[config.mk]
export PLATFORM = sky130hd
export DESIGN_NAME = population_std_deviation_top
export DESIGN_NICKNAME = d
export VERILOG_FILES = /design/src/rtl/psd_pkg.sv /design/src/rtl/psd_ctrl.sv /design/src/rtl/psd_datapath.sv /design/src/rtl/population_std_deviation_top.sv
export SDC_FILE = /design/constraint.sdc
export NUM_CORES = 2
export LEC_CHECK = 0
export BUFFER_PORTS_ARGS = -buffer_cell sky130_fd_sc_hd__buf_2
export CAP_MARGIN = 20
export CORE_MARGIN = 2
export CORE_UTILIZATION = 35
export CTS_CLUSTER_SIZE = 12
export DETAILED_ROUTE_END_ITERATION = 8
export PLACE_DENSITY = 0.53
export SYNTH_ARGS = -nofsm -noshare
export SYNTH_HDL_FRONTEND = slang
export SYNTH_SLANG_ARGS = --single-unit
[constraint.sdc]
create_clock -name clk -period 28.3 [get_ports clk]
set_input_delay 1.415 -clock clk [delete_from_list [all_inputs] [get_ports clk]]
set_output_delay 1.415 -clock clk [all_outputs]
set_load 0.05 [all_outputs]
[src/rtl/psd_pkg.sv]
// ----------------------------------------------------------------------------
// psd_pkg
// Shared constants and controller/datapath interface types for the
// population standard deviation block.
// ----------------------------------------------------------------------------
package psd_pkg;

    localparam int MAX_SAMPLES = 1024;
    localparam int SAMPLE_BITS = 16;
    localparam int FRAC_BITS   = 8;

    // port widths of the payload fields
    localparam int SAMPLE_W = 16;
    localparam int OUT_W    = 24;

    // derived datapath widths
    localparam int CNT_W   = $clog2(MAX_SAMPLES + 1);
    localparam int SUM_W   = SAMPLE_BITS + CNT_W;
    localparam int SQ_W    = 2 * SAMPLE_BITS + CNT_W - 2;
    localparam int D_W     = SQ_W + CNT_W;
    localparam int RAD_W   = ((D_W + 2 * FRAC_BITS + 1) / 2) * 2;
    localparam int ROOT_W  = RAD_W / 2;
    localparam int ITER_MAX = (ROOT_W > CNT_W) ? ROOT_W : CNT_W;
    localparam int STEP_W  = $clog2(ITER_MAX);
    localparam int SAT_W   = ((ROOT_W > OUT_W) ? ROOT_W : OUT_W) + 1;

    // commands from the controller to the datapath
    typedef struct packed {
        logic accept;
        logic drain;
        logic mul_step;
        logic sub;
        logic root_step;
        logic div_step;
        logic finish;
    } psd_cmd_t;

    // status from the datapath to the controller
    typedef struct packed {
        logic last_fire;
        logic out_free;
    } psd_status_t;

endpackage

[src/rtl/psd_ctrl.sv]
// ----------------------------------------------------------------------------
// psd_ctrl
// Sequencer: accumulates samples, then steps the datapath through the
// multiply, subtract, square root and divide of the final result.
// ----------------------------------------------------------------------------
module psd_ctrl
(
    input  logic                clk,
    input  logic                rst_n,
    input  psd_pkg::psd_status_t status,
    output psd_pkg::psd_cmd_t    cmd
);
    import psd_pkg::*;

    typedef enum logic [6:0] {
        ST_ACC   = 7'b0000001,
        ST_DRAIN = 7'b0000010,
        ST_MUL   = 7'b0000100,
        ST_SUB   = 7'b0001000,
        ST_ROOT  = 7'b0010000,
        ST_DIV   = 7'b0100000,
        ST_WAIT  = 7'b1000000
    } state_t;

    state_t              state_reg, state_next;
    logic [STEP_W-1:0]   step_reg, step_next;

    always_comb
    begin
        state_next = state_reg;
        step_next  = step_reg;
        cmd        = '0;
        unique case (state_reg)
            ST_ACC:
            begin
                cmd.accept = 1'b1;
                if (status.last_fire)
                begin
                    state_next = ST_DRAIN;
                end
            end
            ST_DRAIN:
            begin
                cmd.drain  = 1'b1;
                step_next  = '0;
                state_next = ST_MUL;
            end
            ST_MUL:
            begin
                cmd.mul_step = 1'b1;
                if (step_reg == STEP_W'(CNT_W - 1))
                begin
                    state_next = ST_SUB;
                end
                else
                begin
                    step_next = step_reg + 1'b1;
                end
            end
            ST_SUB:
            begin
                cmd.sub    = 1'b1;
                step_next  = '0;
                state_next = ST_ROOT;
            end
            ST_ROOT:
            begin
                cmd.root_step = 1'b1;
                if (step_reg == STEP_W'(ROOT_W - 1))
                begin
                    step_next  = '0;
                    state_next = ST_DIV;
                end
                else
                begin
                    step_next = step_reg + 1'b1;
                end
            end
            ST_DIV:
            begin
                cmd.div_step = 1'b1;
                if (step_reg == STEP_W'(ROOT_W - 1))
                begin
                    state_next = ST_WAIT;
                end
                else
                begin
                    step_next = step_reg + 1'b1;
                end
            end
            ST_WAIT:
            begin
                // hold until the output register can take the result
                if (status.out_free)
                begin
                    cmd.finish = 1'b1;
                    state_next = ST_ACC;
                end
            end
            default:
            begin
                state_next = ST_ACC;
            end
        endcase
    end

    always_ff @(posedge clk or negedge rst_n)
    begin
        if (!rst_n)
        begin
            state_reg <= ST_ACC;
            step_reg  <= '0;
        end
        else
        begin
            state_reg <= state_next;
            step_reg  <= step_next;
        end
    end

endmodule

[src/rtl/psd_datapath.sv]
// ----------------------------------------------------------------------------
// psd_datapath
// Accumulators, bit-serial multiply by count, digit-by-digit square root,
// restoring divide and the output register.
// ----------------------------------------------------------------------------
module psd_datapath
(
    input  logic                   clk,
    input  logic                   rst_n,
    input  psd_pkg::psd_cmd_t      cmd,
    output psd_pkg::psd_status_t   status,
    input  logic                   s_tvalid,
    output logic                   s_tready,
    input  logic [psd_pkg::SAMPLE_W-1:0] s_tdata,  // [15:0] sample
    input  logic                   s_tlast,
    output logic                   m_tvalid,
    input  logic                   m_tready,
    output logic [psd_pkg::OUT_W-1:0] m_tdata,     // [23:0] std_dev
    output logic                   m_tuser         // [0] overflowed
);
    import psd_pkg::*;

    // accumulation
    logic [CNT_W-1:0]          count_reg, count_next;
    logic signed [SUM_W-1:0]   sum_reg, sum_next;
    logic [SQ_W-1:0]           sumsq_reg, sumsq_next;
    logic                      drop_reg, drop_next;
    logic [2*SAMPLE_BITS-1:0]  p_sq_reg, p_sq_next;
    logic                      p_vld_reg, p_vld_next;

    // final computation
    logic [D_W-1:0]            sq_reg, sq_next;
    logic [D_W-1:0]            a_reg, a_next;
    logic [CNT_W-1:0]          m_reg, m_next;
    logic [D_W-1:0]            prod_reg, prod_next;
    logic [RAD_W-1:0]          rad_reg, rad_next;
    logic [ROOT_W-1:0]         root_reg, root_next;
    logic [ROOT_W+1:0]         rrem_reg, rrem_next;
    logic [CNT_W-1:0]          drem_reg, drem_next;

    // output register
    logic [OUT_W-1:0]          out_std_reg, out_std_next;
    logic                      out_ovf_reg, out_ovf_next;
    logic                      out_vld_reg, out_vld_next;

    logic                      sample_fire;
    logic                      take;
    logic signed [SUM_W-1:0]   v_ext;
    logic [SAMPLE_BITS-1:0]    mag;
    logic [SQ_W-1:0]           sumsq_sum;
    logic [SUM_W-1:0]          smag;
    logic [2*SUM_W-1:0]        smag_prod;
    logic [D_W-1:0]            d_val;
    logic [ROOT_W+1:0]         rem_trial;
    logic [ROOT_W+1:0]         root_trial;
    logic                      root_ge;
    logic [CNT_W:0]            div_trial;
    logic [CNT_W:0]            n_ext;
    logic                      div_ge;
    logic [SAT_W-1:0]          q_ext;

    assign s_tready = cmd.accept;
    assign sample_fire = s_tvalid && cmd.accept;
    assign status.last_fire = sample_fire && s_tlast;
    assign status.out_free = !out_vld_reg || m_tready;

    assign m_tvalid = out_vld_reg;
    assign m_tdata  = out_std_reg;
    assign m_tuser  = out_ovf_reg;

    always_comb
    begin
        // low SAMPLE_BITS bits of the sample, sign extended
        v_ext = signed'({{(SUM_W - SAMPLE_BITS){s_tdata[SAMPLE_BITS-1]}},
                         s_tdata[SAMPLE_BITS-1:0]});
        mag   = s_tdata[SAMPLE_BITS-1] ? (~s_tdata[SAMPLE_BITS-1:0] + 1'b1)
                                       : s_tdata[SAMPLE_BITS-1:0];
        take  = count_reg < CNT_W'(MAX_SAMPLES);
        sumsq_sum = sumsq_reg + (p_vld_reg ? SQ_W'(p_sq_reg) : '0);

        smag      = sum_reg[SUM_W-1] ? SUM_W'(-sum_reg) : SUM_W'(sum_reg);
        smag_prod = smag * smag;

        d_val = (prod_reg >= sq_reg) ? (prod_reg - sq_reg) : '0;

        rem_trial  = {rrem_reg[ROOT_W-1:0], rad_reg[RAD_W-1 -: 2]};
        root_trial = {root_reg, 2'b01};
        root_ge    = rem_trial >= root_trial;

        div_trial = {drem_reg, root_reg[ROOT_W-1]};
        n_ext     = {1'b0, count_reg};
        div_ge    = div_trial >= n_ext;

        q_ext = SAT_W'(root_reg);

        count_next   = count_reg;
        sum_next     = sum_reg;
        sumsq_next   = sumsq_sum;
        drop_next    = drop_reg;
        p_sq_next    = p_sq_reg;
        p_vld_next   = 1'b0;
        sq_next      = sq_reg;
        a_next       = a_reg;
        m_next       = m_reg;
        prod_next    = prod_reg;
        rad_next     = rad_reg;
        root_next    = root_reg;
        rrem_next    = rrem_reg;
        drem_next    = drem_reg;
        out_std_next = out_std_reg;
        out_ovf_next = out_ovf_reg;
        out_vld_next = m_tready ? 1'b0 : out_vld_reg;

        if (sample_fire)
        begin
            if (take)
            begin
                count_next = count_reg + 1'b1;
                sum_next   = sum_reg + v_ext;
                p_sq_next  = mag * mag;
                p_vld_next = 1'b1;
            end
            else
            begin
                drop_next = 1'b1;
            end
        end

        if (cmd.drain)
        begin
            // square of the last sample lands in sumsq this cycle
            sq_next   = smag_prod[D_W-1:0];
            a_next    = D_W'(sumsq_sum);
            m_next    = count_reg;
            prod_next = '0;
        end

        if (cmd.mul_step)
        begin
            if (m_reg[0])
            begin
                prod_next = prod_reg + a_reg;
            end
            a_next = a_reg << 1;
            m_next = m_reg >> 1;
        end

        if (cmd.sub)
        begin
            rad_next  = RAD_W'(d_val) << (2 * FRAC_BITS);
            root_next = '0;
            rrem_next = '0;
            drem_next = '0;
        end

        if (cmd.root_step)
        begin
            rad_next = rad_reg << 2;
            if (root_ge)
            begin
                rrem_next = rem_trial - root_trial;
                root_next = {root_reg[ROOT_W-2:0], 1'b1};
            end
            else
            begin
                rrem_next = rem_trial;
                root_next = {root_reg[ROOT_W-2:0], 1'b0};
            end
        end

        if (cmd.div_step)
        begin
            // quotient bits shift in where the root bits shift out
            drem_next = div_ge ? CNT_W'(div_trial - n_ext) : div_trial[CNT_W-1:0];
            root_next = {root_reg[ROOT_W-2:0], div_ge};
        end

        if (cmd.finish)
        begin
            priority if (count_reg == '0)
            begin
                out_std_next = '0;
            end
            else if (q_ext > SAT_W'({OUT_W{1'b1}}))
            begin
                out_std_next = '1;
            end
            else
            begin
                out_std_next = q_ext[OUT_W-1:0];
            end
            out_ovf_next = drop_reg;
            out_vld_next = 1'b1;
            count_next   = '0;
            sum_next     = '0;
            sumsq_next   = '0;
            drop_next    = 1'b0;
        end
    end

    always_ff @(posedge clk or negedge rst_n)
    begin
        if (!rst_n)
        begin
            count_reg   <= '0;
            sum_reg     <= '0;
            sumsq_reg   <= '0;
            drop_reg    <= 1'b0;
            p_vld_reg   <= 1'b0;
            out_vld_reg <= 1'b0;
        end
        else
        begin
            count_reg   <= count_next;
            sum_reg     <= sum_next;
            sumsq_reg   <= sumsq_next;
            drop_reg    <= drop_next;
            p_vld_reg   <= p_vld_next;
            out_vld_reg <= out_vld_next;
        end
    end

    always_ff @(posedge clk)
    begin
        p_sq_reg    <= p_sq_next;
        sq_reg      <= sq_next;
        a_reg       <= a_next;
        m_reg       <= m_next;
        prod_reg    <= prod_next;
        rad_reg     <= rad_next;
        root_reg    <= root_next;
        rrem_reg    <= rrem_next;
        drem_reg    <= drem_next;
        out_std_reg <= out_std_next;
        out_ovf_reg <= out_ovf_next;
    end

endmodule

[src/rtl/population_std_deviation_top.sv]
// ----------------------------------------------------------------------------
// population_std_deviation_top
// Population standard deviation of a stream of signed samples.
// ----------------------------------------------------------------------------
// Samples are taken one per cycle while a set accumulates; each adds to a
// count, an exact sum and an exact sum of squares. The transaction marked
// tlast closes the set, and input then stays blocked while a bit-serial
// sequence computes the result: a drain step, a shift-and-add multiply of the
// square sum by the count, a subtract, a square root at two radicand bits per
// cycle and a restoring divide by the count, then a finish step that loads the
// output register. The result waits in its own register, so the next set
// starts while it is still pending; a second result waits only if the first
// has not yet been taken. Samples beyond MAX_SAMPLES are dropped and reported
// in m_tuser.
module population_std_deviation_top
(
    input  logic                          clk,
    input  logic                          rst_n,
    input  logic                          s_tvalid,
    output logic                          s_tready,
    input  logic [psd_pkg::SAMPLE_W-1:0]  s_tdata,   // [15:0] sample
    input  logic                          s_tlast,
    output logic                          m_tvalid,
    input  logic                          m_tready,
    output logic [psd_pkg::OUT_W-1:0]     m_tdata,   // [23:0] std_dev
    output logic                          m_tuser    // [0] overflowed
);
    import psd_pkg::*;

    psd_cmd_t    cmd;
    psd_status_t status;

    psd_ctrl u_ctrl
    (
        .clk    (clk),
        .rst_n  (rst_n),
        .status (status),
        .cmd    (cmd)
    );

    psd_datapath u_datapath
    (
        .clk      (clk),
        .rst_n    (rst_n),
        .cmd      (cmd),
        .status   (status),
        .s_tvalid (s_tvalid),
        .s_tready (s_tready),
        .s_tdata  (s_tdata),
        .s_tlast  (s_tlast),
        .m_tvalid (m_tvalid),
        .m_tready (m_tready),
        .m_tdata  (m_tdata),
        .m_tuser  (m_tuser)
    );

endmodule

Word-level counts from Yosys, hierarchy flattened:

Cells that the tools add are included.

* shift operators: 0
* eq/ne operators: 17
* multiply operators: 2
* $lt $le $gt $ge: 5
* div/mod/pow operators: 0
* bitwise logic cells: 1
* reductions and logical operators: 19
* add/subtract/negate cells: 10
* multiplexer cells: 56

Operators with widths (number)
* two-way mux 52 bit: 6
* two-way mux 34 bit: 6
* two-way mux 68 bit: 2
* two-way mux 27 bit: 4
* two-way mux 11 bit: 6
* adder 52 bit: 1
* >= comparator 52 bit: 1
* multiplier 27 x 27 -> 52 bit: 1
* subtractor 52 bit: 1
* case mux 7 bit (7 select lines): 1
* adder 41 bit: 1
* two-way mux 41 bit: 1
* >= comparator 36 bit: 1
* two-way mux 7 bit: 5
* > comparator 34 x 24 -> 1 bit, second input constant: 1
* subtractor 34 bit: 1
* multiplier 16 x 16 -> 32 bit: 1
* two-way mux 32 bit: 1
* adder 27 x 16 -> 27 bit: 1
* negation 27 bit: 1
* two-way mux 24 bit: 1
* case mux 6 bit (4 select lines): 1
* two-way mux 10 bit: 2
* two-way mux 6 bit: 3
* 31 further kinds: 60

* RAM bits: 0
* logic and storage cells: 132
* memories kept: 0
* latch bits: 0
* register bits after elaboration: 450
* bits of input ports: 21
* bits in read-only memories: 0

Depth between registers and ports, before layout:

* depth in word-level cells: 6
* mapped depth: 38

Hierarchy:

From an unflattened synthesis, not the netlist that was laid out.

* cell total of the unflattened synthesis: 5946
* area total of the unflattened synthesis: 55187.9 um2

Modules (own cells, without submodules)
* psd_datapath: sequential area each 12111.6 um2, area each 54305.8 um2, times used 1, cells an instance 5852
* psd_ctrl: sequential area each 326.6 um2, area each 882.1 um2, times used 1, cells an instance 94

Worst setup path after synthesis:

Ideal clock, no wire load.

* path type: input -> register
* start point: in s_tdata[0] (netlist name)
* end point: reg u_datapath.p_sq_reg[28] (data pin)
* stages: 30
* buffers on the path: 2
* data arrival time: 8.675 ns
* slack: 19.366 ns
* cell sequence: clkbuf_1 inv_1 clkbuf_1 ha_1 nand2_1 o41ai_1 xor2_1 inv_1 nand2_1 fa_1 fa_1 fa_1 inv_1 fa_1 inv_1 fa_1 fa_1 inv_1 ha_1 and3_1 and2_1 a21oi_1 nand2_1 a31oi_1 o311ai_0 a311o_1 a21o_1 a21o_1 a21o_1 xor2_1

* word-level cells in the longest chain between the ends: 4

RTL lines
* from (decl): line population_std_deviation_top.sv:21 `input logic [psd_pkg::SAMPLE_W-1:0] s_tdata,`
* inverter 16 bit: line psd_datapath.sv:76 `mag = s_tdata[SAMPLE_BITS-1] ? (~s_tdata[SAMPLE_BITS-1:0] + 1'b1)`
* adder 16 x 1 -> 16 bit: line psd_datapath.sv:76
* two-way mux 16 bit (*): line psd_datapath.sv:76
* multiplier 16 x 16 -> 32 bit (*): line psd_datapath.sv:120 `p_sq_next = mag * mag;`
* to (signal assigned): line psd_datapath.sv:225 `p_sq_reg <= p_sq_next;`
* to (decl): line psd_datapath.sv:28 `logic [2*SAMPLE_BITS-1:0] p_sq_reg, p_sq_next;`

Every way passes the cells marked *; elsewhere a longest branch is shown, timed or not.
A chain may end at the register's enable or synchronous reset.

Worst setup path in the final report:

* start point: reg u_datapath.sum_reg[4]
* end point: reg u_datapath.sq_reg[48] (data pin)

* word-level cells in the longest chain between the ends: 3

RTL lines
* from (decl): line psd_datapath.sv:25 `logic signed [SUM_W-1:0] sum_reg, sum_next;`
* from (signal assigned): line psd_datapath.sv:215 `sum_reg <= sum_next;`
* negation 27 bit: line psd_datapath.sv:81 `smag = sum_reg[SUM_W-1] ? SUM_W'(-sum_reg) : SUM_W'(sum_reg);`
* two-way mux 27 bit (*): line psd_datapath.sv:81
* multiplier 27 x 27 -> 52 bit (*): line psd_datapath.sv:82 `smag_prod = smag * smag;`
* net u_datapath.smag_prod[48]: line psd_datapath.sv:52 `logic [2*SUM_W-1:0] smag_prod;`
* to (signal assigned): line psd_datapath.sv:226 `sq_reg <= sq_next;`
* to (decl): line psd_datapath.sv:32 `logic [D_W-1:0] sq_reg, sq_next;`

The timed path passes the listed nets; every way through them passes the cells marked *.

==> flow_metrics.py <==
metrics = {
    "sta": {
        "rsz0062_at_grt": "false",
        "fin_crit_ns": 10.22,
        "fin_crit_sh_pct": 36.1,
        "setup_violations": 0,
        "fmax_ghz": 0.0978,
        "tightest_slew_ns": 1.02,
        "relSlewSlack_pct": 31.8,
        "final.setup.tns_ns": 0,
        "drv_slew": 0,
        "finalClockSkew_ns": 0.0745,
        "final-hold-violation-count": 0,
    },
    "drt": {
        "drtPass1Iterations": 5,
        "vias": 40489,
        "first_iter_violations": 2511,
        "ant_nets": 0,
        "wl_per_cell_um": 17.8,
        "vias_per_cell": 4.99,
        "wl_mm": 145,
        "route.detailed.drc": 0,
    },
    "outcome": {
        "status": "finished clean",
    },
    "cts": {
        "cts_hold_buffers": 0,
        "cts_buffer_depth": 3,
        "clk_latency_ns": 0.70,
        "cts_inserted_buffers": 57,
        "cts.repair.resized": 0,
        "post_cts_buffers": 0,
        "ctsHtreeMaxLevel": 2,
        "cts.sinks": 448,
        "root_buffer": "clkbuf_16",
        "clk_pin_slew_ns": 0.06,
        "cts_tree": "built",
    },
    "yosys": {
        "synth_warnings": 0,
        "ys_ff_latch": 448,
        "syn-instance-count": 6001,
        "synth_cell_types": 84,
        "synth_area_leaders": "fa_1, edfxtp_1, ha_1, inv_1, dfrtp_1",
        "avgSynthCellArea_um2": 9.23,
        "synth_top_area_share_pct": 26.0,
        "syn_area_um2": 55400,
        "synth_ff_type": "edfxtp_1",
        "synth_edf_count": 299,
        "yosys.area.top_type": "fa_1",
        "yosysSeqAreaShare_pct": 22.4,
        "async_flop_share_pct": 21.2,
    },
    "setup_path": {
        "timing.critical_path.slowest_cell_delay_ns": 0.69,
        "crit_slowest_cell": "clkinv_1",
        "crit_required_ns": 28.68,
        "rr_worst_depth": 29,
        "worstPathArrival_ns": 10.60,
        "critPathCaptureType": "register",
        "cp_common_cell": "fa_1",
        "timing.critical_path.from_type": "register",
        "path_class": "reg2reg",
        "critPathMaxFanout": 17,
    },
    "floorplanning": {
        "rows": 146,
        "ioPinCount": 48,
        "die_x_um": 402,
        "fp.dieH_um": 402,
        "dieArea_um2": 162000,
        "core-area_um2": 158000,
        "start_util_pct": 35.1,
    },
    "global_routing": {
        "grt_antenna_before_repair": 1,
        "overflow": 0,
        "grt_pass1_vias": 42622,
        "grt_usage_pct": 18.1,
        "grt_pass1_wl_mm": 235,
        "grt_start_max_net_pins": 76,
    },
    "placement": {
        "dp_hpwl_mm": 117,
        "finalWeightedCongestion": 0.897,
        "port_buffers": 47,
    },
    "finish": {
        "areaGrowthSynthToFinish_pct": 8.44,
        "layout.nets": 7232,
        "drive_gt1_share_pct": 4.32,
    },
    "min_path": {
        "hold_path.class": "reg2reg",
        "worstHoldPathCells": 0,
    },
    "job": {
        "maxCapViolations": 0,
    },
}
==> metal layers <==
layer  routed length [µm]  up-vias  GRT usage, %  share of wire [%]
li1                     -    19549             -                  -
met5                    0        -             0                  0
met2                67800      841          30.4                 47
met4                 3780        0          4.99                2.6
met1                66900    19901          24.6                 46
met3                 6050      198          2.05                4.2
==> cells in the mapped netlist (47+ instances only) <==
cell type	number
xor2_1	131
nor2_1	453
nand4_1	65
nand2b_1	47
o21bai_1	52
a21oi_1	328
fa_1	720
dfrtp_1	94
o21ai_0	243
ha_1	494
o21a_1	53
inv_1	1129
nand2_1	518
xnor2_1	199
edfxtp_1	299
o31ai_1	54
clkbuf_1	166
dfxtp_1	54
nand3_1	110
and2_1	72
a21o_1	188
==> layout make-up <==
type,instances,area (µm²)
Fill cell,15952,97700
Multi-Input combinational cell,4228,38000
Sequential cell,448,12400
Inverter,1147,4310
Tap cell,2072,2590
Clock buffer,67,1500
Timing Repair Buffer,115,748
Clock inverter,40,472
Antenna cell,1,2.50
==> path summary, 6_finish.rpt <==
check | from | endpoint | slack [ns]
max reg2reg | u_datapath.sum_reg[4] | u_datapath.sq_reg[48] | 18.08
max | u_datapath.sum_reg[4] | u_datapath.sq_reg[48] | 18.08
max in group asynchronous | rst_n | u_datapath.sumsq_reg[40] | 26.28
min reg2reg | u_datapath.drop_reg | u_datapath.m_tuser | 0.46
min | u_datapath.drop_reg | u_datapath.m_tuser | 0.46
min in group asynchronous | rst_n | u_datapath.sum_reg[0] | 0.65
==> worst max-delay path, delay by kind of cell (launching register included) <==
kind / cells / cell delay (ns)
fa+ha+maj: 8 / 3.95
compound gates: 10 / 2.55
simple gates: 3 / 1.49
buf+inv: 6 / 1.12
flops: 1 / 0.46
xor+xnor: 2 / 0.32
==> kinds of logic (layout without fill, tap and decap cells) <==
logic type                 count (synthesis)  after routing  synth area share [%]
buffers and inverters                   1354           1369                  9.25
muxes                                     41             41                 0.743
xor gates and xnor gates                 331            331                  5.24
adders and majority gates               1214           1214                  37.2
and+or+nand+nor                         1465           1465                  12.0
AOI/OAI and AO/OA                       1146           1146                  13.1
other                                      2             32                0.0136
DFF                                      448            448                  22.4
==> cell usage in the layout (no fill, tap or decap), types with 46 or more instances in the layout <==
cell	count
nand2_1	515
a21o_1	188
o31ai_1	54
ha_1	494
o21a_1	53
fa_1	720
o21ai_0	243
nand3_1	109
a21oi_1	328
clkbuf_16	57
nand4_1	65
o21bai_1	52
dfxtp_1	54
buf_4	69
dfrtp_1	94
inv_1	1128
and2_1	72
nand2b_1	47
buf_2	46
xor2_1	131
nor2_1	451
edfxtp_1	299
xnor2_1	195
==> through the flow <==
step | instance area [µm²] | setup slack (ns) | instances | hold WS [ns] | utilization, %
after CTS | 60100 | 18.08 | 8117 | 0.464 | 38.1
final | 60100 | 18.08 | 8118 | 0.462 | 38.1
after global placement | 58100 | 18.31 | 8010 | 0.435 | 36.8
after floorplan | 55500 | 19.37 | 6030 | 0.425 | -
after detailed placement | 58100 | 18.14 | 8010 | 0.437 | 36.8
after global routing | 60100 | 17.52 | 8118 | 0.483 | 38.1
Power is not shown: default switching activity piles up to over one toggle a cycle in this logic, so the estimate is an artifact.
